<file path="src/lcrs_pkg.sv">
// Shared types and codes for the link connect and retry supervisor.
`timescale 1ns / 1ps

package lcrs_pkg;

	// Supervisor states, as reported on link_state.
	typedef enum logic [1:0] {
		ST_OFF        = 2'd0,
		ST_CONNECTING = 2'd1,
		ST_CONNECTED  = 2'd2,
		ST_FAILED     = 2'd3
	} state_t;

	// Commands issued to the radio.
	typedef enum logic [1:0] {
		CMD_NONE       = 2'd0,
		CMD_POWER_OFF  = 2'd1,
		CMD_START      = 2'd2,
		CMD_DISCONNECT = 2'd3
	} cmd_t;

	// Status codes reported by the radio.
	typedef enum logic [1:0] {
		LS_OTHER     = 2'd0,
		LS_CONNECTED = 2'd1,
		LS_FAILED    = 2'd2,
		LS_NO_NET    = 2'd3
	} link_status_t;

	// Configuration register indexes.
	localparam int unsigned CfgIndexWidth = 3;
	localparam logic [CfgIndexWidth-1:0] REG_CREDENTIALS_VALID   = 3'd0;
	localparam logic [CfgIndexWidth-1:0] REG_RETRY_DELAY_MS      = 3'd1;
	localparam logic [CfgIndexWidth-1:0] REG_CONNECT_TIMEOUT_MS  = 3'd2;
	localparam logic [CfgIndexWidth-1:0] REG_NO_NETWORK_GRACE_MS = 3'd3;

	// One tick word as it travels into the supervisor core.
	typedef struct packed {
		logic [31:0]  now_ms;
		logic         requested;
		link_status_t link_status;
		logic [31:0]  local_ip;
	} tick_t;

	// Configuration register contents.
	typedef struct packed {
		logic        credentials_valid;
		logic [31:0] retry_delay_ms;
		logic [31:0] connect_timeout_ms;
		logic [31:0] no_network_grace_ms;
	} cfg_t;

	// One result word from the supervisor core.
	typedef struct packed {
		state_t      link_state;
		logic [31:0] ip_addr;
		cmd_t        radio_cmd;
	} result_t;

endpackage

</file>
<file path="src/link_connect_retry_supervisor.sv">
// Top level of the link connect and retry supervisor: ports, configuration and pipeline.
`timescale 1ns / 1ps

// Each tick word gives the time, the request, the radio status and the local address,
// and produces exactly one result word: the state after the tick, the latched address
// (zero unless connected) and a radio command. A word passes through an input register
// and then a result register before its result appears on the outputs, and a new word
// is taken in every cycle while the result side keeps up. The throughput of one word per
// cycle is set by the state update in the core, whose next state feeds the following
// word directly. Configuration is written through a plain write port with no read-back;
// writes to indexes beyond the register list are ignored.

module link_connect_retry_supervisor (
	input  logic        clk,
	input  logic        arst_n,
	// Configuration write port.
	input  logic        cfg_we,
	input  logic [2:0]  cfg_index,
	input  logic [31:0] cfg_wdata,
	// Tick input channel.
	input  logic        in_valid,
	output logic        in_stall,
	input  logic [31:0] now_ms,
	input  logic        requested,
	input  logic [1:0]  link_status,
	input  logic [31:0] local_ip,
	// Result channel.
	output logic        out_valid,
	input  logic        out_stall,
	output logic [1:0]  link_state,
	output logic [31:0] ip_addr,
	output logic [1:0]  radio_cmd
);

	lcrs_pkg::cfg_t    cfg_q;
	lcrs_pkg::tick_t   tick_s1;
	logic              valid_s1;
	lcrs_pkg::result_t core_result;
	lcrs_pkg::result_t result_s2;
	logic              valid_s2;
	logic              advance;
	logic              in_accept;

	// Configuration registers.
	always_ff @(posedge clk or negedge arst_n) begin
		if (!arst_n) begin
			cfg_q <= '0;
		end else if (cfg_we) begin
			case (cfg_index)
				lcrs_pkg::REG_CREDENTIALS_VALID:   cfg_q.credentials_valid   <= cfg_wdata[0];
				lcrs_pkg::REG_RETRY_DELAY_MS:      cfg_q.retry_delay_ms      <= cfg_wdata;
				lcrs_pkg::REG_CONNECT_TIMEOUT_MS:  cfg_q.connect_timeout_ms  <= cfg_wdata;
				lcrs_pkg::REG_NO_NETWORK_GRACE_MS: cfg_q.no_network_grace_ms <= cfg_wdata;
				default: begin
				end
			endcase
		end
	end

	// Handshake: the held word moves on whenever the result register is free or draining.
	assign advance   = valid_s1 && (!valid_s2 || !out_stall);
	assign in_stall  = valid_s1 && !advance;
	assign in_accept = in_valid && !in_stall;

	// Input register.
	always_ff @(posedge clk or negedge arst_n) begin
		if (!arst_n) begin
			valid_s1 <= 1'b0;
		end else if (in_accept) begin
			valid_s1 <= 1'b1;
		end else if (advance) begin
			valid_s1 <= 1'b0;
		end
	end

	always_ff @(posedge clk) begin
		if (in_accept) begin
			tick_s1.now_ms      <= now_ms;
			tick_s1.requested   <= requested;
			tick_s1.link_status <= lcrs_pkg::link_status_t'(link_status);
			tick_s1.local_ip    <= local_ip;
		end
	end

	// Supervisor core: state update for the held word.
	lcrs_core u_core (
		.clk    (clk),
		.arst_n (arst_n),
		.step   (advance),
		.tick   (tick_s1),
		.cfg    (cfg_q),
		.result (core_result)
	);

	// Result register.
	always_ff @(posedge clk or negedge arst_n) begin
		if (!arst_n) begin
			valid_s2 <= 1'b0;
		end else if (advance) begin
			valid_s2 <= 1'b1;
		end else if (!out_stall) begin
			valid_s2 <= 1'b0;
		end
	end

	always_ff @(posedge clk) begin
		if (advance) begin
			result_s2 <= core_result;
		end
	end

	assign out_valid  = valid_s2;
	assign link_state = result_s2.link_state;
	assign ip_addr    = result_s2.ip_addr;
	assign radio_cmd  = result_s2.radio_cmd;

	// The address is only shown in the connected state.
	a_ip_only_connected: assert property (@(posedge clk) disable iff (!arst_n)
		out_valid |-> (result_s2.link_state == lcrs_pkg::ST_CONNECTED ||
			result_s2.ip_addr == 32'd0))
		else $error("address shown outside the connected state");

	// A start command always leaves the block connecting.
	a_start_connecting: assert property (@(posedge clk) disable iff (!arst_n)
		(out_valid && result_s2.radio_cmd == lcrs_pkg::CMD_START) |->
			result_s2.link_state == lcrs_pkg::ST_CONNECTING)
		else $error("start command without connecting state");

	// A disconnect always leaves the block failed, a power-off always leaves it off.
	a_cmd_state: assert property (@(posedge clk) disable iff (!arst_n)
		out_valid |-> ((result_s2.radio_cmd != lcrs_pkg::CMD_DISCONNECT ||
			result_s2.link_state == lcrs_pkg::ST_FAILED) &&
			(result_s2.radio_cmd != lcrs_pkg::CMD_POWER_OFF ||
			result_s2.link_state == lcrs_pkg::ST_OFF)))
		else $error("command does not match resulting state");

	// A word that cannot move on is held.
	a_word_held: assert property (@(posedge clk) disable iff (!arst_n)
		(valid_s1 && !advance) |=> valid_s1)
		else $error("held input word lost");

endmodule

</file>
<file path="src/lcrs_core.sv">
// Supervisor state registers and the next-state logic for one tick word.
`timescale 1ns / 1ps

module lcrs_core (
	input  logic              clk,
	input  logic              arst_n,
	input  logic              step,
	input  lcrs_pkg::tick_t   tick,
	input  lcrs_pkg::cfg_t    cfg,
	output lcrs_pkg::result_t result
);

	lcrs_pkg::state_t state_q, state_d;
	logic [31:0] deadline_q, deadline_d;
	logic [31:0] start_q, start_d;
	logic [31:0] held_ip_q, held_ip_d;
	logic        off_done_q, off_done_d;
	lcrs_pkg::cmd_t cmd;

	logic [31:0] armed;
	logic [31:0] retry_diff;
	logic [31:0] elapsed;
	logic [31:0] fail_deadline;

	// Shared arithmetic for the retry timer and the attempt timer.
	assign fail_deadline = tick.now_ms + cfg.retry_delay_ms;
	assign armed         = (deadline_q == 32'd0) ? fail_deadline : deadline_q;
	assign retry_diff    = tick.now_ms - armed;
	assign elapsed       = tick.now_ms - start_q;

	// Next state and command for the word in hand.
	always_comb begin
		state_d    = state_q;
		deadline_d = deadline_q;
		start_d    = start_q;
		held_ip_d  = held_ip_q;
		off_done_d = off_done_q;
		cmd        = lcrs_pkg::CMD_NONE;
		if (!tick.requested) begin
			deadline_d = 32'd0;
			if (state_q != lcrs_pkg::ST_OFF || !off_done_q) begin
				held_ip_d  = 32'd0;
				state_d    = lcrs_pkg::ST_OFF;
				off_done_d = 1'b1;
				cmd        = lcrs_pkg::CMD_POWER_OFF;
			end
		end else if (!cfg.credentials_valid) begin
			state_d = lcrs_pkg::ST_FAILED;
		end else begin
			case (state_q)
				lcrs_pkg::ST_OFF: begin
					held_ip_d  = 32'd0;
					start_d    = tick.now_ms;
					off_done_d = 1'b0;
					state_d    = lcrs_pkg::ST_CONNECTING;
					cmd        = lcrs_pkg::CMD_START;
				end
				lcrs_pkg::ST_FAILED: begin
					// The deadline is compared as a wrapping signed difference.
					if (!retry_diff[31]) begin
						deadline_d = 32'd0;
						held_ip_d  = 32'd0;
						start_d    = tick.now_ms;
						off_done_d = 1'b0;
						state_d    = lcrs_pkg::ST_CONNECTING;
						cmd        = lcrs_pkg::CMD_START;
					end else begin
						deadline_d = armed;
					end
				end
				lcrs_pkg::ST_CONNECTING: begin
					if (tick.link_status == lcrs_pkg::LS_CONNECTED) begin
						held_ip_d = tick.local_ip;
						state_d   = lcrs_pkg::ST_CONNECTED;
					end else if (tick.link_status == lcrs_pkg::LS_FAILED ||
							(tick.link_status == lcrs_pkg::LS_NO_NET &&
							elapsed >= cfg.no_network_grace_ms) ||
							elapsed >= cfg.connect_timeout_ms) begin
						state_d    = lcrs_pkg::ST_FAILED;
						deadline_d = fail_deadline;
						cmd        = lcrs_pkg::CMD_DISCONNECT;
					end
				end
				lcrs_pkg::ST_CONNECTED: begin
					if (tick.link_status != lcrs_pkg::LS_CONNECTED) begin
						held_ip_d  = 32'd0;
						state_d    = lcrs_pkg::ST_FAILED;
						deadline_d = fail_deadline;
						cmd        = lcrs_pkg::CMD_DISCONNECT;
					end
				end
				default: begin
					state_d = lcrs_pkg::ST_OFF;
				end
			endcase
		end
	end

	// The address is shown only while connected.
	always_comb begin
		result.link_state = state_d;
		result.ip_addr    = (state_d == lcrs_pkg::ST_CONNECTED) ? held_ip_d : 32'd0;
		result.radio_cmd  = cmd;
	end

	// State advances once for every word that passes through.
	always_ff @(posedge clk or negedge arst_n) begin
		if (!arst_n) begin
			state_q    <= lcrs_pkg::ST_OFF;
			deadline_q <= 32'd0;
			start_q    <= 32'd0;
			held_ip_q  <= 32'd0;
			off_done_q <= 1'b0;
		end else if (step) begin
			state_q    <= state_d;
			deadline_q <= deadline_d;
			start_q    <= start_d;
			held_ip_q  <= held_ip_d;
			off_done_q <= off_done_d;
		end
	end

endmodule
</file>
<file path="config.mk">
export PLATFORM = sky130hd
export DESIGN_NAME = link_connect_retry_supervisor
export DESIGN_NICKNAME = d
export VERILOG_FILES = /design/src/lcrs_pkg.sv /design/src/link_connect_retry_supervisor.sv /design/src/lcrs_core.sv
export SDC_FILE = /design/constraint.sdc
export NUM_CORES = 1
export LEC_CHECK = 0
export BUFFER_PORTS_ARGS = -buffer_cell sky130_fd_sc_hd__buf_4
export CAP_MARGIN = 20
export CORE_MARGIN = 1.5
export CORE_UTILIZATION = 50
export CTS_BUF_LIST = sky130_fd_sc_hd__clkbuf_8
export DETAILED_ROUTE_END_ITERATION = 12
export PLACE_DENSITY_LB_ADDON = 0.2
export SETUP_SLACK_MARGIN = 0.4
export SYNTH_ARGS = -nofsm -noshare
export SYNTH_HDL_FRONTEND = slang
export SYNTH_SLANG_ARGS = --single-unit
</file>
<file path="constraint.sdc">
create_clock -name clk -period 5.3 [get_ports clk]
set_input_delay 0 -clock clk [delete_from_list [all_inputs] [get_ports clk]]
set_output_delay 0 -clock clk [all_outputs]
set_load 0.01 [all_outputs]
</file>
Word-level counts from Yosys, hierarchy flattened
Index checks and enable logic that the tools add are counted.
{ "word_totals": {"regBits": 301, "in_bits": 107, "output_inout_bits": 38, "elab_cells": 112} }
{ "classes": {"n_addsub": 3, "order_cmp": 2, "eq_ne": 20, "mux": 42, "reduce_logical": 27} }
{ "ops": {"columns": ["cell", "n"], "rows": [
  ["32-bit 2-to-1 mux", 14],
  ["32-bit case mux with 4 select lines", 1],
  ["32-bit case mux with 3 select lines", 1],
  ["32-bit >= comparator", 2],
  ["32-bit case mux with 2 select lines", 1],
  ["32-bit subtractor", 2],
  ["32-bit adder", 1],
  ["32-bit logical NOT", 1],
  ["2-bit 2-to-1 mux", 13],
  ["2-bit case mux with 4 select lines", 2],
  ["2-bit == test, second input constant", 5],
  ["5-bit AND reduction", 2],
  ["1-bit 2-to-1 mux", 9],
  ["2-bit AND reduction", 4],
  ["2-bit nonzero test", 4],
  ["3-bit by 2-bit == test with 1-bit output, second input constant", 2],
  ["3-bit by 2-bit != test with 1-bit output, second input constant", 2],
  ["3-bit != test, second input constant", 2],
  ["6-bit AND reduction", 1],
  ["1-bit logical NOT", 5],
  ["2-bit by 1-bit == test with 1-bit output, second input constant", 2],
  ["1-bit logical AND", 4],
  ["1-bit logical OR", 4],
  ["2-bit by 1-bit != test with 1-bit output, second input constant", 2],
  ["other kinds (7)", 8]
]} }

Depth between registers and ports, before layout
Gate-level depths: netlist of run 1.
{ "logic_depth": {"word_depth": 11, "depth_mapped": 26, "ltp_nobuf": 25} }

Modules after synthesis
From an unflattened synthesis of run 1, not the netlist that was laid out.
{ "hier_totals": {"hier_cells": 1637, "hier_area_um2": 17709.5} }
{ "modules_own_cells": {"columns": ["module", "n_inst", "cells_each", "area_each_um2", "seq_area_each_um2"], "rows": [
  ["lcrs_core", 1, 1317, 10578.9, 2477.4],
  ["link_connect_retry_supervisor", 1, 320, 7130.6, 5570.3]
]} }

Least setup slack after synthesis of run 1
Ideal clock, no wire load.
{ "synth_timing": {"path_type": "flip-flop to flip-flop", "from": "register tick_s1[35] (netlist bit)", "to": "register u_core.start_q[10]", "setup_time_ps": 128, "arrival_time_ps": 5506, "required_ps": 5172, "setup_slack_ps": -333, "path_stages_with_launch": 25, "path_buffers": 1, "period_less_slack_ps": 5633, "cell_sequence": "edfxtp_1 -> ha_1 -> fa_1 -> a211oi_1 -> o211ai_1 -> a41o_1 -> a211oi_1 -> o32ai_1 -> o41ai_1 -> o21bai_1 -> a21oi_1 -> xnor2_1 -> a21oi_1 -> ha_1 -> nand4_1 -> nor3_1 -> and3_1 -> o31a_1 -> a31o_2 -> nor3_2 -> xnor2_4 -> nand2_2 -> a211oi_4 -> buf_6 -> mux2_1"} }
{ "synth_via": {"elab_chain_len": 5} }
{ "synth_rtl": {"columns": ["item", "line_no", "source"], "rows": [
  ["start, declared", "link_connect_retry_supervisor.sv:36", "lcrs_pkg::tick_t tick_s1;"],
  ["32-bit adder", "lcrs_core.sv:26", "assign fail_deadline = tick.now_ms + cfg.retry_delay_ms;"],
  ["32-bit 2-to-1 mux", "lcrs_core.sv:27", "assign armed = (deadline_q == 32'd0) ? fail_deadline : deadline_q;"],
  ["32-bit subtractor (*)", "lcrs_core.sv:28", "assign retry_diff = tick.now_ms - armed;"],
  ["2-bit != test (no line) (*)", null, null],
  ["5-bit AND reduction (no line) (*)", null, null],
  ["end signal, assigned", "lcrs_core.sv:117", "start_q <= start_d;"],
  ["end, declared", "lcrs_core.sv:15", "logic [31:0] start_q, start_d;"]
]} }
Every way passes the cells marked *; elsewhere a longest branch is shown, timed or not.
A chain may end at the register's enable or synchronous reset.

Final worst setup path of run 1
{ "layout_timing": {"from": "register tick_s1[35] (netlist bit)", "to": "register u_core.start_q[28]"} }
Same word-level chain as after synthesis.

==> impl_results.md, run 1 <==
* Half-perimeter wire length after detailed placement at roughly 32 mm
* Number of antenna violations at the first check in global routing at 0
* TritonCTS clock tree: yes
* Measured slew at the worst slew-check pin at around 1000 ps
* Final Skew at around 26 ps
* Summed instance area of the synthesized netlist at 17200 sq um
* Number of cells after detailed placement at 2300
* Source-to-sink clock delay at the later pin of the worst-skew pair at 640 ps
* Final Setup Violations at 130
* Net switching power figure at 4.57 mW
* Critical Path Source: tick_s1[35]
* H-tree depth at 2
* Detailed-route via count at 14300
* Highest-count cells in the layout ignoring fill and taps: sky130_fd_sc_hd__buf_4 (290), sky130_fd_sc_hd__dfrtp_1 (198), sky130_fd_sc_hd__ha_1 (160)
* Die X at 188 um
* Most frequently used flop master after synthesis: sky130_fd_sc_hd__dfrtp_1
* Total Neg Setup Slack at -35580 ps
* Post-place setup slack at -580 ps
* Slowest cell on crit path: sky130_fd_sc_hd__edfxtp_1
* Final min period at roughly 5700 ps
* Post-layout worst setup margin at -421 ps
* Remaining antenna violation count after routing at 0
* Worst-case headroom to the max-slew limit at 0.325
* Count of routing violations after the opening detailed-route iteration at around 1000
* Sum of internal, switching and leakage power at 11.7 mW
* Share of total power in combinational logic at 0.528
* Worst hold path class: in -> async
* Fraction of the yosys area taken by sequential cells at 0.469
* CTS sink cnt at between 300 and 400
* Cell repeated most along the worst path: sky130_fd_sc_hd__a211oi_4
* Cell Int Power at 7.15 mW
* Count of flip-flops with a built-in enable after synthesis at 103
* Nets@finish at about 2300
* Area Growth Syn to Fin at 36.2%
* Critical path data required time at between 5000 and 6000 ps
* Fraction of post-synthesis cell area in the top cell type by area at 0.289
* Peak clock frequency supported by timing at 0.175 GHz
* Sum of routed wire length over all layers at between 40 and 50 mm
* Clock share of power at 0.200
* Via count of the first global-routing pass at between 10000 and 15000
* Maximum Capacitance Violations at 0
* Switching share of total power at 0.390
* Crit path max fanout at 8
* Vertical extent of the die at about 190 um
* Cell Rows at 67
* First-pass GRT wire length at 76.4 mm
* # IOs at between 100 and 150
* Violations in the final reports: hold timing, setup timing
* Category of the worst setup path launch point: flip-flop
* IO buf count at roughly 140
* Status: complete, but fails checks
* Flop and latch count out of synthesis at about 300
* Clock edge transition at the registers on the reported setup and hold paths at roughly 60 ps
* Synthesized netlist net count at roughly 1900
* Final number of max-transition violations at 0
* Slowest stage delay, CP at approximately 400 ps
* Number of endpoints with negative hold slack in the final report at 4
* Core Box Area at ~34000 sq um
* Kind of critical path: reg -> reg
* Layout cells sized above 1 at 0.304
* Post-route insts no fill at around 2600
* Yosys cell types at between 70 and 80
* Yosys warnings at 0
* Synth async-reset ratio at 0.658
* Detailed Routing Iterations Pass 1 at 5
* Static power due to leakage at 10.5 nW
* Largest area contributor in the synthesized netlist: sky130_fd_sc_hd__dfrtp_1
* Clock root cell: sky130_fd_sc_hd__clkbuf_8
* Inserted Clock Buffers at between 50 and 60
* Critical path capture point type: flip-flop
* Period utilization at 1.08
* Largest cells by area after synthesis: sky130_fd_sc_hd__dfrtp_1 (29%), sky130_fd_sc_hd__edfxtp_1 (18%), sky130_fd_sc_hd__ha_1 (12%)
* Sum of overflow across all layers after global routing at 0
* Starting density of the core at 0.510
* Worst reg2reg path startpoint: tick_s1[35]
* Cell area power density at ~500 nW/um^2
* Synthesized netlist cell count at between 1500 and 2000
* Maximum clock path buffer count at 3
* Min Hold Slack at -20.7 ps
* Unrepaired setup endpoints after global routing: yes
* Worst supply voltage drop on vdd at roughly 0.28 mV
* Number of diodes added for antenna fixing at 0
* Number of vias per cell after detailed routing at approximately 5.6
* Global-route total usage across every layer at 0.273
* Critical Path AT at between 6000 and 7000 ps
* Placer congestion estimate at roughly 0.90
* Power share of the sequential group at 0.272
* Core Util, Final at 0.695
* Post-route DRC at 0
* Synthesized area divided by synthesized cell count at around 11 sq um
* Wire per inst at between 15 and 20 um
* Most common library cell in the layout ignoring fill and taps: sky130_fd_sc_hd__buf_4
* Largest net degree at the start of global routing at roughly 110
* Die outline area at 35400 sq um
[timing repair]
action / CTS / global route
cloned: 9 / 4
gates resized for setup: 102 / 73
hold buffers: 108 / 0
buffers inserted: 26 / 15
pin swaps: 28 / 23
endpoints found under the setup margin: 135 / 135
endpoints found under the hold margin: 258 / 0
[power groups by stage]
stage	combinational [mW]	sequential [mW]	clock (mW)
after global placement	5.03	3.19	0
final	6.19	3.18	2.34
after detailed placement	5.18	3.20	0
after floorplan	3.56	3.10	0
after global routing	6.82	3.22	2.48
after CTS	5.76	3.17	2.38
[path summary, 6_finish.rpt]
path | to | slack, ps | cells after the start
max | u_core.start_q[28] | -420 | 25
min | cfg_q[36] | -20 | 2
max reg2reg | u_core.start_q[28] | -420 | 25
min reg2reg | u_core.off_done_q | 500 | 2
max in group asynchronous | u_core.start_q[28] | 4270 | 3
min in group clk | tick_s1[23] | 70 | 2
[critical path, delay by kind of cell (launching register included)]
kind | cells | cell delay (ps)
simple gates | 5 | 790
fa+ha+maj | 3 | 860
flops | 1 | 390
mux | 1 | 310
buf+inv | 2 | 350
xor+xnor | 2 | 290
compound gates | 12 | 2580
[layout make-up]
type	count	area [sq um]
clock inverters	35	267
multi-input cells	1136	9160
well taps	448	561
inverters	138	518
fillers	2487	10300
clock buffers	65	895
repair buffers	439	3920
flip-flops and latches	301	8050
[state kept, by name (all words and copies together) (netlist names)]
name / flops
u_core.off_done_q: 1
link_state: 2
u_core.held_ip_q: 32
u_core.deadline_q: 32
tick_s1: 67
out_valid: 1
cfg_q: 97
valid_s1: 1
u_core.start_q: 32
u_core.state_q: 2
ip_addr: 32
radio_cmd: 2
[through the flow]
stage,hold WS [ps],instance area [sq um]
floorplan,-296,17400
global placement,139,19900
detailed placement,132,19900
CTS,7.68,22900
global route,54.3,23400
finish,-20.7,23400
[layer usage]
| metal | wire length [um] | track usage | up-vias | share of wire |
|---|---|---|---|---|
| li1 | - | - | 6816 | - |
| met1 | 20500 | 0.346 | 6957 | 0.42 |
| met2 | 24000 | 0.466 | 403 | 0.49 |
| met3 | 2200 | 0.0345 | 114 | 0.045 |
| met4 | 1830 | 0.126 | 0 | 0.038 |
| met5 | 0 | 0 | - | 0 |
[synth_stat cells, types with 10 or more instances]
cell / number
sky130_fd_sc_hd__o22ai_1: 19
sky130_fd_sc_hd__dfrtp_1: 198
sky130_fd_sc_hd__o211ai_1: 11
sky130_fd_sc_hd__nor4_1: 10
sky130_fd_sc_hd__inv_1: 138
sky130_fd_sc_hd__nand4_1: 19
sky130_fd_sc_hd__nor2_1: 57
sky130_fd_sc_hd__a22o_1: 39
sky130_fd_sc_hd__nand3_1: 17
sky130_fd_sc_hd__xor2_1: 21
sky130_fd_sc_hd__mux2_1: 29
sky130_fd_sc_hd__xnor2_1: 36
sky130_fd_sc_hd__o21ai_0: 102
sky130_fd_sc_hd__a21o_1: 45
sky130_fd_sc_hd__clkbuf_1: 39
sky130_fd_sc_hd__nand2b_1: 29
sky130_fd_sc_hd__a211oi_1: 17
sky130_fd_sc_hd__edfxtp_1: 103
sky130_fd_sc_hd__o21bai_1: 10
sky130_fd_sc_hd__ha_1: 162
sky130_fd_sc_hd__nand2_1: 148
sky130_fd_sc_hd__nor3_1: 18
sky130_fd_sc_hd__mux2_2: 69
sky130_fd_sc_hd__a22oi_1: 19
sky130_fd_sc_hd__o31ai_1: 10
sky130_fd_sc_hd__a21oi_1: 139
[logic make-up after synthesis]
logic type	count (synthesis)	share of synthesized area
DFF	301	0.469
and+or+nand+nor	347	0.0971
buffers and inverters	188	0.0429
adders and majority gates	164	0.120
AOI/OAI and AO/OA	465	0.175
muxes	99	0.0649
xor gates and xnor gates	58	0.0307
No activity file was read; power rests on OpenSTA's default activity.
==> inputs of run 2 (changes only) <==
--- a/config.mk
+++ b/config.mk
@@ -5,11 +5,13 @@
 export SDC_FILE = /design/constraint.sdc
 export NUM_CORES = 1
 export LEC_CHECK = 0
+export ABC_AREA = 1
 export BUFFER_PORTS_ARGS = -buffer_cell sky130_fd_sc_hd__buf_4
 export CAP_MARGIN = 20
 export CORE_MARGIN = 1.5
 export CORE_UTILIZATION = 50
 export CTS_BUF_LIST = sky130_fd_sc_hd__clkbuf_8
+export CTS_CLUSTER_DIAMETER = 200
 export DETAILED_ROUTE_END_ITERATION = 12
 export PLACE_DENSITY_LB_ADDON = 0.2
 export SETUP_SLACK_MARGIN = 0.4
==> run 2 against run 1 <==
Against the previous run: the flow now finishes without violations; cell area grew 4.7%; first-iteration DRC count grew 24%; global-route usage grew 0.47 points; critical path depth grew 2; final cell count grew 27%; setup slack gained 890 ps; via count grew 22%; sequential power is essentially flat; non-clock buffer count shrank 91; count of clock-buffer cells in the layout grew 3; critical endpoint is now ip_addr[15]; largest cell class unchanged.
==> impl_results.md, run 2 <==
* Number of endpoints with negative hold slack in the final report at 0 (-4)
* Via count of the first global-routing pass at 16800 (+14%)
* Starting density of the core at 0.507 (-0.00376)
* Count of flip-flops with a built-in enable after synthesis at 103 (unchanged)
* Source-to-sink clock delay at the later pin of the worst-skew pair at 650 ps (about the same)
* Number of cells after detailed placement at 2971 (+29%)
* Final Setup Violations at 0 (-100%)
* Total Neg Setup Slack at 0 ps (+35580 ps)
* Static power due to leakage at 11.8 nW (+12%)
* Global-route total usage across every layer at 0.278 (+0.00475)
* Layout cells sized above 1 at 0.175 (-0.129)
* Nets@finish at 2957 (+26%)
* Number of diodes added for antenna fixing at 0 (unchanged)
* Sum of internal, switching and leakage power at 11.8 mW (+0.37%)
* Critical Path AT at 5330 ps (-890 ps)
* # IOs at 145 (unchanged)
* Critical path capture point type: flip-flop
* Worst supply voltage drop on vdd at 0.277 mV (-1.1%)
* Synthesized netlist net count at 2632 (+39%)
* Register name with the most flops: cfg_q
* Fraction of the yosys area taken by sequential cells at 0.424 (-0.0453)
* Worst-case headroom to the max-slew limit at 0.160 (-0.165)
* Synthesized netlist cell count at 2361 (+46%)
* Synth async-reset ratio at 0.658 (unchanged)
* Die outline area at 39200 sq um (+11%)
* Core Util, Final at 0.653 (-0.0423)
* Half-perimeter wire length after detailed placement at 36.8 mm (+16%)
* Placer congestion estimate at 0.889 (-1.7%)
* Crit path max fanout at 5 (-3)
* Final min period at 4840 ps (-885 ps)
* Detailed Routing Iterations Pass 1 at 5 (unchanged)
* Largest area contributor in the synthesized netlist: sky130_fd_sc_hd__dfrtp_1
* Final Skew at 33.8 ps (+8.20 ps)
* Area Growth Syn to Fin at 28.8%
* Post-route DRC at 0 (unchanged)
* CTS sink cnt at 301 (unchanged)
* Fraction of post-synthesis cell area in the top cell type by area at 0.261 (-0.0279)
* Die X at 198 um (+5.1%)
* Final-layout fill cell count at 3153 (+27%)
* Count of routing violations after the opening detailed-route iteration at 1278 (+24%)
* Category of the worst setup path launch point: flip-flop
* Most frequently used flop master after synthesis: sky130_fd_sc_hd__dfrtp_1
* IO buf count at 144 (unchanged)
* Sum of routed wire length over all layers at 56.2 mm (+16%)
* Most common library cell in the layout ignoring fill and taps: sky130_fd_sc_hd__nand2_1
* Vertical extent of the die at 198 um (+5.1%)
* Sum of overflow across all layers after global routing at 0 (unchanged)
* Maximum clock path buffer count at 3 (unchanged)
* Area of the multi-input gates at 10400 sq um (+13%)
* Number of antenna violations at the first check in global routing at 0 (unchanged)
* Clock edge transition at the registers on the reported setup and hold paths at 70 ps (about the same)
* Post-place setup slack at -250 ps (+330 ps)
* Sequential cell area at 8050 sq um (unchanged)
* WHS Path Cells at 2
* Final number of max-transition violations at 0 (unchanged)
* Number of vias per cell after detailed routing at 5.37 (-3.8%)
* Worst hold path class: in -> reg
* Core Box Area at 37500 sq um (+12%)
* H-tree depth at 2 (unchanged)
* Highest-count cells in the layout ignoring fill and taps: sky130_fd_sc_hd__nand2_1 (698), sky130_fd_sc_hd__inv_1 (259), sky130_fd_sc_hd__buf_4 (208)
* Period utilization at 0.912 (-0.167)
* Post-layout worst setup margin at 465 ps (+885 ps)
* Status: finished clean
* Kind of critical path: reg -> reg
* Largest net degree at the start of global routing at 112 (+4.7%)
* Largest registers: cfg_q: 97 flops, tick_s1: 67 flops
* Yosys warnings at 0 (unchanged)
* Top post-synthesis cells by count: sky130_fd_sc_hd__nand2_1 (706), sky130_fd_sc_hd__inv_1 (247), sky130_fd_sc_hd__dfrtp_1 (198), sky130_fd_sc_hd__o21ai_0 (169), sky130_fd_sc_hd__ha_1 (162)
* Summed instance area of the synthesized netlist at 19000 sq um (+11%)
* Clock root cell: sky130_fd_sc_hd__clkbuf_8
* Most used standard cell by instance count after synthesis: sky130_fd_sc_hd__nand2_1
* First-pass GRT wire length at 86.0 mm (+13%)
* TritonCTS clock tree: yes
* Number of cells on the worst reg-to-reg path at 27 (+8.0%)
* Synthesized area divided by synthesized cell count at 8.04 sq um (-24%)
* Cell Rows at 71 (+6.0%)
* Maximum Capacitance Violations at 0 (unchanged)
* Post-route insts no fill at 3241 (+27%)
* Measured slew at the worst slew-check pin at 1230 ps (+216 ps)
* Yosys cell types at 53 (-28%)
* Unrepaired setup endpoints after global routing: yes
* Remaining antenna violation count after routing at 0 (unchanged)
* Cell area power density at 480 nW/um^2 (-4.2%)
* Inserted Clock Buffers at 55 (+3.8%)
* Largest cells by area after synthesis: sky130_fd_sc_hd__dfrtp_1 (26%), sky130_fd_sc_hd__edfxtp_1 (16%), sky130_fd_sc_hd__nand2_1 (14%)
* Detailed-route via count at 17400 (+22%)
* Critical path data required time at 5790 ps (about the same)
* Flop and latch count out of synthesis at 301 (unchanged)
* Wire per inst at 17.3 um (-8.4%)
* Max FFs per register at 97 (unchanged)
* Peak clock frequency supported by timing at 0.207 GHz (+18%)
run 2: cell count changes in the layout (fill, tap and decap cells not counted), sizes merged, moves of 36 or more:
cell,delta
nor2,+119
nand3,+84
inv,+111
buf,-97
mux2,-98
nand2,+571
a22o,-39
a21boi,+36
o21ai,+73
run 2: repair_timing:
action	CTS	global route
hold buffers	115	0
gates cloned	4	6
buffers inserted	8	34
resized for setup	39	127
hold endpoints to repair	253	0
pin swaps	9	51
setup endpoints to repair	103	135
run 2: per-stage QoR:
step           area (sq um)  hold WS, ps
6_report              24500         71.4
3_5_place_dp          20800         99.4
4_1_cts               23400         22.8
5_1_grt               24500         37.9
3_3_place_gp          20700          111
2_1_floorplan         19000         -296
run 2: cell type report:
| cell class | instances | share of cell area |
|---|---|---|
| clock buffer | 68 | 0.0382 |
| clock inverter | 33 | 0.00977 |
| inverter | 251 | 0.0388 |
| multi-input combinational | 1726 | 0.425 |
| sequential | 301 | 0.329 |
| tap | 511 | 0.0261 |
| timing repair buffer | 348 | 0.132 |
| timing repair inverter | 3 | 0.00174 |
run 2: worst paths after layout:
kind / startpoint / endpoint / slack [ps]
hold / removal: now_ms[14] / tick_s1[49] / 70
max in group asynchronous: arst_n / cfg_q[3] / 3710
hold reg to reg: u_core.start_q[13] / u_core.start_q[13] / 470
min in group asynchronous: arst_n / cfg_q[2] / 480
setup / recovery: tick_s1[37] / ip_addr[15] / 460
setup reg to reg: tick_s1[37] / ip_addr[15] / 460
run 2: kinds of logic after synthesis:
kind of cell | count (synthesis) | synth area share
adders and majority gates | 164 | 0.109
AOI/OAI and AO/OA | 432 | 0.135
and+or+nand+nor | 1069 | 0.235
DFF | 301 | 0.424
buffers and inverters | 336 | 0.0701
xor gates and xnor gates | 59 | 0.0272
run 2: worst max-delay path, stage by stage, from the launching register on:
cell and delay (ps):
sky130_fd_sc_hd__edfxtp_1 500, sky130_fd_sc_hd__ha_4 310, sky130_fd_sc_hd__a21oi_1 200, sky130_fd_sc_hd__nand2_2 110, sky130_fd_sc_hd__a31oi_4 170, sky130_fd_sc_hd__o21ai_1 100, sky130_fd_sc_hd__a21oi_2 310, sky130_fd_sc_hd__o21ai_2 160
sky130_fd_sc_hd__a21oi_2 210, sky130_fd_sc_hd__o21bai_2 110, sky130_fd_sc_hd__xor2_1 260, sky130_fd_sc_hd__buf_4 150, sky130_fd_sc_hd__ha_1 220, sky130_fd_sc_hd__a21oi_1 160, sky130_fd_sc_hd__o21ai_0 100, sky130_fd_sc_hd__nand4_1 80
sky130_fd_sc_hd__o211ai_1 100, sky130_fd_sc_hd__a21oi_2 150, sky130_fd_sc_hd__nand3_2 140, sky130_fd_sc_hd__nand3_2 130, sky130_fd_sc_hd__nand4_1 110, sky130_fd_sc_hd__nand2_1 110, sky130_fd_sc_hd__nand2_2 70, sky130_fd_sc_hd__a21oi_4 250
sky130_fd_sc_hd__nand2_8 110, sky130_fd_sc_hd__buf_12 140, sky130_fd_sc_hd__clkbuf_16 160, sky130_fd_sc_hd__nor2_2 70
run 2: report_power, final:
group	internal (mW)	total, mW	switching (mW)
Sequential	2.84	3.15	0.314
Combinational	2.48	6.24	3.76
Clock	1.35	2.36	1.02
run 2: layer usage:
layer,track usage,wire [um],up-vias
met5,0,0,-
met4,0.0840,1710,0
met3,0.0393,3210,116
met2,0.456,26200,532
met1,0.381,25200,8244
li1,-,-,8502
==> inputs of run 3 (changes only) <==
==> constraint.sdc (replaced) <==
create_clock -name clk -period 4.15 [get_ports clk]
set_input_delay 0 -clock clk [delete_from_list [all_inputs] [get_ports clk]]
set_output_delay 0 -clock clk [all_outputs]
set_load 0.01 [all_outputs]
==> run 3 against run 2 <==
Against the previous run: the run now ends with setup timing left; sequential share of layout area is 2.6 points lower; sequential cell count unchanged; utilization up 5.6 points; hold slack improved by 3.6 ps; clock power rose by 31%; clock skew up 1.5 ps; die area did not move; global-route usage up 1.8 points; count of clock-buffer cells in the layout is 7 higher; sequential power rose by 28%; combinational power is 50% higher; critical path type unchanged; largest cell class unchanged.
==> impl_results.md, run 3 (synthesis results as in run 2) <==
* Number of cells on the worst reg-to-reg path at 28 (+3.7%)
* Largest registers: cfg_q: 97 flops, tick_s1: 67 flops
* Global-route total usage across every layer at 0.295 (+0.0176)
* Post-route DRC at 0 (unchanged)
* Kind of critical path: reg -> reg
* Worst supply voltage drop on vdd at 0.324 mV (+17%)
* Number of endpoints with negative hold slack in the final report at 0 (unchanged)
* WHS Path Cells at 2 (unchanged)
* Nets@finish at 3168 (+7.1%)
* Period utilization at 1.16 (+0.252)
* Maximum Capacitance Violations at 0 (unchanged)
* Max FFs per register at 97 (unchanged)
* Number of diodes added for antenna fixing at 0 (unchanged)
* IO buf count at 144 (unchanged)
* Worst reg2reg path startpoint: tick_s1[35]
* Starting density of the core at 0.507 (unchanged)
* Min Hold Slack at 75.0 ps (+3.63 ps)
* Count of routing violations after the opening detailed-route iteration at 1496 (+17%)
* Static power due to leakage at 13.0 nW (+10%)
* Cell area power density at 620 nW/um^2 (+29%)
* Cell repeated most along the worst path: sky130_fd_sc_hd__nand2_2
* Final min period at 4830 ps (-4.67 ps)
* Largest net degree at the start of global routing at 89 (-21%)
* Wire per inst at 17.2 um (-1.1%)
* Status: complete, but fails checks
* Post-place instance area at 22600 sq um (+8.5%)
* # IOs at 145 (unchanged)
* Half-perimeter wire length after detailed placement at 38.6 mm (+4.9%)
* Crit path max fanout at 8 (+3)
* Worst-case headroom to the max-slew limit at 0.285 (+0.124)
* Sum of routed wire length over all layers at 59.2 mm (+5.4%)
* Maximum clock path buffer count at 3 (unchanged)
* Die outline area at 39200 sq um (unchanged)
* Worst hold path class: in -> reg
* Slowest cell on crit path: sky130_fd_sc_hd__edfxtp_1
* Clock root cell: sky130_fd_sc_hd__clkbuf_8
* TritonCTS clock tree: yes
* Final Skew at 35.3 ps (+1.53 ps)
* Violations in the final reports: setup timing
* Placer congestion estimate at 0.947 (+6.6%)
* Category of the worst setup path launch point: flip-flop
* Detailed-route via count at 18400 (+5.9%)
* Number of antenna violations at the first check in global routing at 0 (unchanged)
* Via count of the first global-routing pass at 17800 (+6.2%)
* H-tree depth at 2 (unchanged)
* Post-layout worst setup margin at -681 ps (-1150 ps)
* Critical Path AT at 5210 ps (-120 ps)
* Area Growth Syn to Fin at 39.8%
* Highest-count cells in the layout ignoring fill and taps: sky130_fd_sc_hd__nand2_1 (680), sky130_fd_sc_hd__buf_4 (397), sky130_fd_sc_hd__inv_1 (251)
* Final number of max-transition violations at 0 (unchanged)
* Post-place setup slack at -966 ps (-716 ps)
* Core Box Area at 37500 sq um (unchanged)
* Cell Rows at 71 (unchanged)
* Layout cells sized above 1 at 0.252 (+0.0772)
* Number of vias per cell after detailed routing at 5.34 (-0.59%)
* Detailed Routing Iterations Pass 1 at 6 (+1)
* Inserted Clock Buffers at 53 (-3.6%)
* Beginning of the worst hold path: now_ms[26]
* Vertical extent of the die at 198 um (unchanged)
* Measured slew at the worst slew-check pin at 1070 ps (-156 ps)
* Die X at 198 um (unchanged)
* Peak clock frequency supported by timing at 0.207 GHz (about the same)
* Final design instance area without fill at 26600 sq um (+8.5%)
* Sum of overflow across all layers after global routing at 0 (unchanged)
* Register-to-register setup slack at -680 ps (-1150 ps)
* Final Setup Violations at 135 (+135)
* Register name with the most flops: cfg_q
* Endpoint, Worst Hold: tick_s1[61]
* R2R Path End: ip_addr[28]
* Critical path capture point type: flip-flop
* Slowest stage delay, CP at 420 ps (-80 ps)
* Most common library cell in the layout ignoring fill and taps: sky130_fd_sc_hd__nand2_1
* Clock edge transition at the registers on the reported setup and hold paths at 70 ps (about the same)
* CTS sink cnt at 301 (unchanged)
* Source-to-sink clock delay at the later pin of the worst-skew pair at 640 ps (about the same)
* First-pass GRT wire length at 90.9 mm (+5.7%)
* Critical path data required time at 4530 ps (-1260 ps)
* Remaining antenna violation count after routing at 0 (unchanged)
* Unrepaired setup endpoints after global routing: yes
## run 3: what timing repair did
item                                    in CTS  in global routing
pin swaps                                   21                 36
gates cloned                                12                  4
hold buffers                               111                  0
endpoints found under the setup margin     135                135
endpoints found under the hold margin      329                  0
resized for setup                           94                131
buffers inserted                            23                 13
## run 3: power by group
part / switching, mW / internal (mW) / leakage, nW / total, mW
Clock: 1.31 / 1.78 / 0.672 / 3.09
Combinational: 5.15 / 4.18 / 8.77 / 9.34
Sequential: 0.402 / 3.62 / 3.56 / 4.02
Total: 6.86 / 9.59 / 13.0 / 16.5
## run 3: per-layer routing
metal	share of wire	track usage	vias to the layer above
met2	0.48	0.496	644
met3	0.069	0.0412	102
met4	0.028	0.0950	0
met1	0.42	0.394	8750
li1	-	-	8922
met5	0	0	-
## run 3: worst max-delay path, delay by kind of cell (launching register included)
kind,cells,cell delay [ps]
AOI/OAI and AO/OA,8,1400
adders and majority gates,3,830
buffers and inverters,7,930
DFF,1,420
and+or+nand+nor,9,770
xor gates and xnor gates,1,210
## run 3: metrics by stage
stage | utilization | std cells | setup TNS [ps] | power [mW]
finish | 0.708 | 3452 | -67000 | 16.5
global placement | 0.601 | 3187 | -66600 | 11.6
detailed placement | 0.602 | 3189 | -83810 | 11.7
CTS | 0.688 | 3434 | -55220 | 15.7
floorplan | - | 2361 | -9370 | 8.64
global route | 0.708 | 3452 | -97230 | 17.6
## run 3: how the worst max path moves through the flow
stage,slack (ps),depth (start not counted),end,start
finish,-680,28,ip_addr[28],tick_s1[35]
global route,-910,32,ip_addr[29],tick_s1[35]
CTS,-530,31,ip_addr[29],tick_s1[35]
detailed placement,-970,30,u_core.deadline_q[25],tick_s1[35]
global placement,-810,30,u_core.deadline_q[26],tick_s1[35]
floorplan,-180,31,ip_addr[13],tick_s1[35]
## run 3: layout make-up
cell class                      instances  area (sq um)
Clock buffer                           75          1030
Multi-Input combinational cell       1724         10600
Inverter                              251           955
Timing Repair inverter                  3          33.8
Timing Repair Buffer                  563          5100
Tap cell                              511           639
Fill cell                            2926         10900
Clock inverter                         24           179
Sequential cell                       301          8050
